[src/sv/agrl_ram.sv]
// Generic single-write, single-read RAM with a registered read port.
// Self-contained; used for the elevation and bearing tables.
module agrl_ram #(
    parameter int WIDTH = 16,
    parameter int DEPTH = 64
) (
    input  logic                     i_clk,
    input  logic                     i_we,
    input  logic [$clog2(DEPTH)-1:0] i_waddr,
    input  logic [WIDTH-1:0]         i_wdata,
    input  logic [$clog2(DEPTH)-1:0] i_raddr,
    output logic [WIDTH-1:0]         o_rdata
);

    logic [WIDTH-1:0] r_mem [DEPTH];
    logic [WIDTH-1:0] r_rdata;

    always_ff @(posedge i_clk) begin
        if (i_we) begin
            r_mem[i_waddr] <= i_wdata;
        end
        r_rdata <= r_mem[i_raddr];
    end

    assign o_rdata = r_rdata;

endmodule

[config.mk]
export PLATFORM = sky130hd
export DESIGN_NAME = agrl_ram
export DESIGN_NICKNAME = d
export VERILOG_FILES = /design/src/sv/agrl_ram.sv
export SDC_FILE = /design/constraint.sdc
export NUM_CORES = 1
export LEC_CHECK = 0
export BUFFER_PORTS_ARGS = -buffer_cell sky130_fd_sc_hd__buf_2
export CAP_MARGIN = 25
export CORE_ASPECT_RATIO = 0.7
export CORE_UTILIZATION = 39
export DETAILED_ROUTE_END_ITERATION = 10
export GPL_TIMING_DRIVEN = 1
export SLEW_MARGIN = 40
export SYNTH_ARGS = -nofsm -noshare
export SYNTH_HDL_FRONTEND = slang
export SYNTH_SLANG_ARGS = --single-unit
[constraint.sdc]
create_clock -name i_clk -period 3.6 [get_ports i_clk]
set_input_delay 0.54 -clock i_clk [delete_from_list [all_inputs] [get_ports i_clk]]
set_output_delay 0.54 -clock i_clk [all_outputs]
set_load 0.01 [all_outputs]
==> impl_metrics.ini <==
[floorplan]
core_um2 = 101000
die_y_um = 270
die_w_um = 385
die_area_um2 = 104000
start_util = 0.397
row_count = 97
ios = 46

[detailed_routing]
post_drt_via_cell_ratio = 5.69
drt_wl_total_mm = 101
via_count = 19500
wl_per_cell_um = 29.4
drtPass1Iterations = 6
ant_nets = 0
dr.first_iter.drc_count = 2549
drc_errors = 0

[worst_setup_path]
rr_endpoint = o_rdata[9]
cp_data_arrival_time_ns = 2.95
worstRegToRegCells = 5
cpPeakStageDelay_ns = 0.56
r2r_slack_ns = 1.46
cp.required_ns = 4.19
path_cells = buf_8, buf_12, mux4_2, a22oi_1, nand3_1, and4_1
r2r_start = r_mem[5][9]
critPathCaptureType = flip-flop
cp_max_fo = 42
start_kind = input port
cp_slowest_cell = mux4_2
crit_type = in -> reg

[yosys]
synthTopCellsByArea = edfxtp_1 (77%), mux4_2 (12%), mux2i_1 (2.1%), dfxtp_1 (0.80%), mux2_2 (0.76%)
yosysWarnings = 0
syn_avg_cell_area_um2 = 21.9
synth_fp_nets = 1859
yosysSeqAreaShare = 0.776
ys.flop_type = edfxtp_1
synth_common_cells = edfxtp_1 (1024), mux4_2 (220), mux2i_1 (85), nor2_1 (72), nand2_1 (59)
ys_seq_elements = 1040
synth_edf_count = 1024
synthCells = 1829
synthDistinctLibCells = 43
synth_area_leader_cell = edfxtp_1
ys_async_sr_fraction = 0
yosysMostFrequentCell = edfxtp_1
syn_area_um2 = 40000
synth_top_area_frac = 0.768

[placement]
io_buffers = 45
place_area_um2 = 42500
routabilityCongestion = 0.862
dp_hpwl_mm = 62.9

[grt]
antenna_found_initial = 5
use_met2 = 0.260
grt_max_degree = 61
grt_pass1_vias = 19300
grt_pass1_wl_mm = 144
gr-total-overflow = 0
grt_use_total = 0.195
busiest_layer = met1
grtUsageMet3 = 0.0728
grtUsageMet1 = 0.299

[final_layout]
drive_gt1_frac = 0.278
area_growth_pct = 13.9
stdcell_area_um2 = 45600
fill_cells = 8363
nets = 2044
fin_util = 0.452

[sta]
fin_skew_ns = 0.0300
final-max-slew-violation-count = 0
hold_violations = 0
rsz0062_at_grt = no
max_freq_mhz = 424
fin_crit_ns = 2.36
finalCritPeriodShare = 0.655
setup_viol = 0
fin_hold_ws_ns = 0.226
setup_tns_ns = 0
relSlewSlack = 0.446
worst-slew-pin-transition_ns = 0.830

[power_and_ir_drop]
p_int_mw = 19.6
power_density_nw_per_um2 = 545
pwr-share-clk = 0.406
ir_drop_mv = 0.349
p_sw_mw = 5.28
total_power_mw = 24.9
p_comb_frac = 0.053
seqPwrFrac = 0.541
swShare = 0.212
power.leakage_nw = 14.4

[hold_path]
worstHoldEndpoint = r_mem[31][5]
whs_path_depth = 1
hold_path.startpoint = i_wdata[5]
hp-class = in -> reg

[clock_tree]
worstSkewPairLatency_ns = 0.70
numCtsBuffers = 95
path_clk_slew_ns = 0.07
root_buffer = clkbuf_16
cts_tree = done
cts.sinks = 1040
cts_setup_buffers = 0
holdBufCountCts = 0
cts.repair.resized = 0
htreeDepth = 3
clockBufferDepth = 3

[flow_run]
maxCapViolCount = 0

[run_status]
outcome = completed
## cell type report
class,count,area (um2),area share
Timing Repair Buffer,192,1530,0.0336
Clock buffer,124,2590,0.0568
Sequential cell,1040,31100,0.681
Tap cell,1336,1670,0.0366
Antenna cell,5,12.5,0.000274
Multi-Input combinational cell,685,8260,0.181
Clock inverter,47,475,0.0104
## metal layers
layer  routed length [um]  part of all wire
met4                 1970             0.020
met1                44900              0.45
met5                    0                 0
met2                41600              0.41
met3                12200              0.12
## cells by family (layout without fill, tap and decap cells)
logic type             count (synthesis)  count (layout)  synth area share
flip-flops                          1040            1040             0.776
multiplexers                         336             336             0.155
AND/OR/NAND/NOR                      220             220            0.0265
AO/OA/AOI/OAI                        129             129            0.0241
buffers and inverters                104             363            0.0183
other                                  0               5                 0
## cells in the final DEF, fill, tap and decap left out, drive strengths merged, types with 27 or more instances in the layout
cell type     n
edfxtp     1024
clkinv       32
nand2        60
mux2i        85
mux2         27
nor2b        30
mux4        224
nor2         74
buf         191
a22oi        39
clkbuf      125
## critical path, delay by kind of cell
| family | cells | cell delay, ns |
|---|---|---|
| simple gates | 2 | 0.77 |
| buf+inv | 2 | 0.64 |
| mux | 1 | 0.56 |
| compound gates | 1 | 0.31 |
## state kept, by name, indices dropped and copies added (netlist names)
| name | count |
|---|---|
| o_rdata | 16 |
| r_mem | 1024 |
## metrics by stage
stage	setup slack [ns]	instances
floorplan	1.03	1829
global placement	0.544	3251
detailed placement	0.539	3252
CTS	1.30	3423
global route	1.18	3425
finish	1.24	3429
## worst max-delay path by stage
stage,startpoint,to,cells past startpoint
2_1_floorplan,i_waddr[3],r_mem[48][0],4
3_3_place_gp,i_raddr[0],o_rdata[10],6
3_5_place_dp,i_raddr[0],o_rdata[10],6
4_1_cts,i_raddr[0],o_rdata[6],8
5_1_grt,i_raddr[0],o_rdata[2],6
6_report,i_raddr[0],o_rdata[2],6
## power groups by stage
stage	Sequential, mW	Combinational (mW)	Clock (mW)
3_3_place_gp	13.7	1.29	0
5_1_grt	13.5	1.40	10.7
3_5_place_dp	13.7	1.31	0
2_1_floorplan	13.7	0.694	0
4_1_cts	13.5	1.32	10.3
6_report	13.5	1.32	10.1
Note: power is estimated with default switching activity, not from simulation.
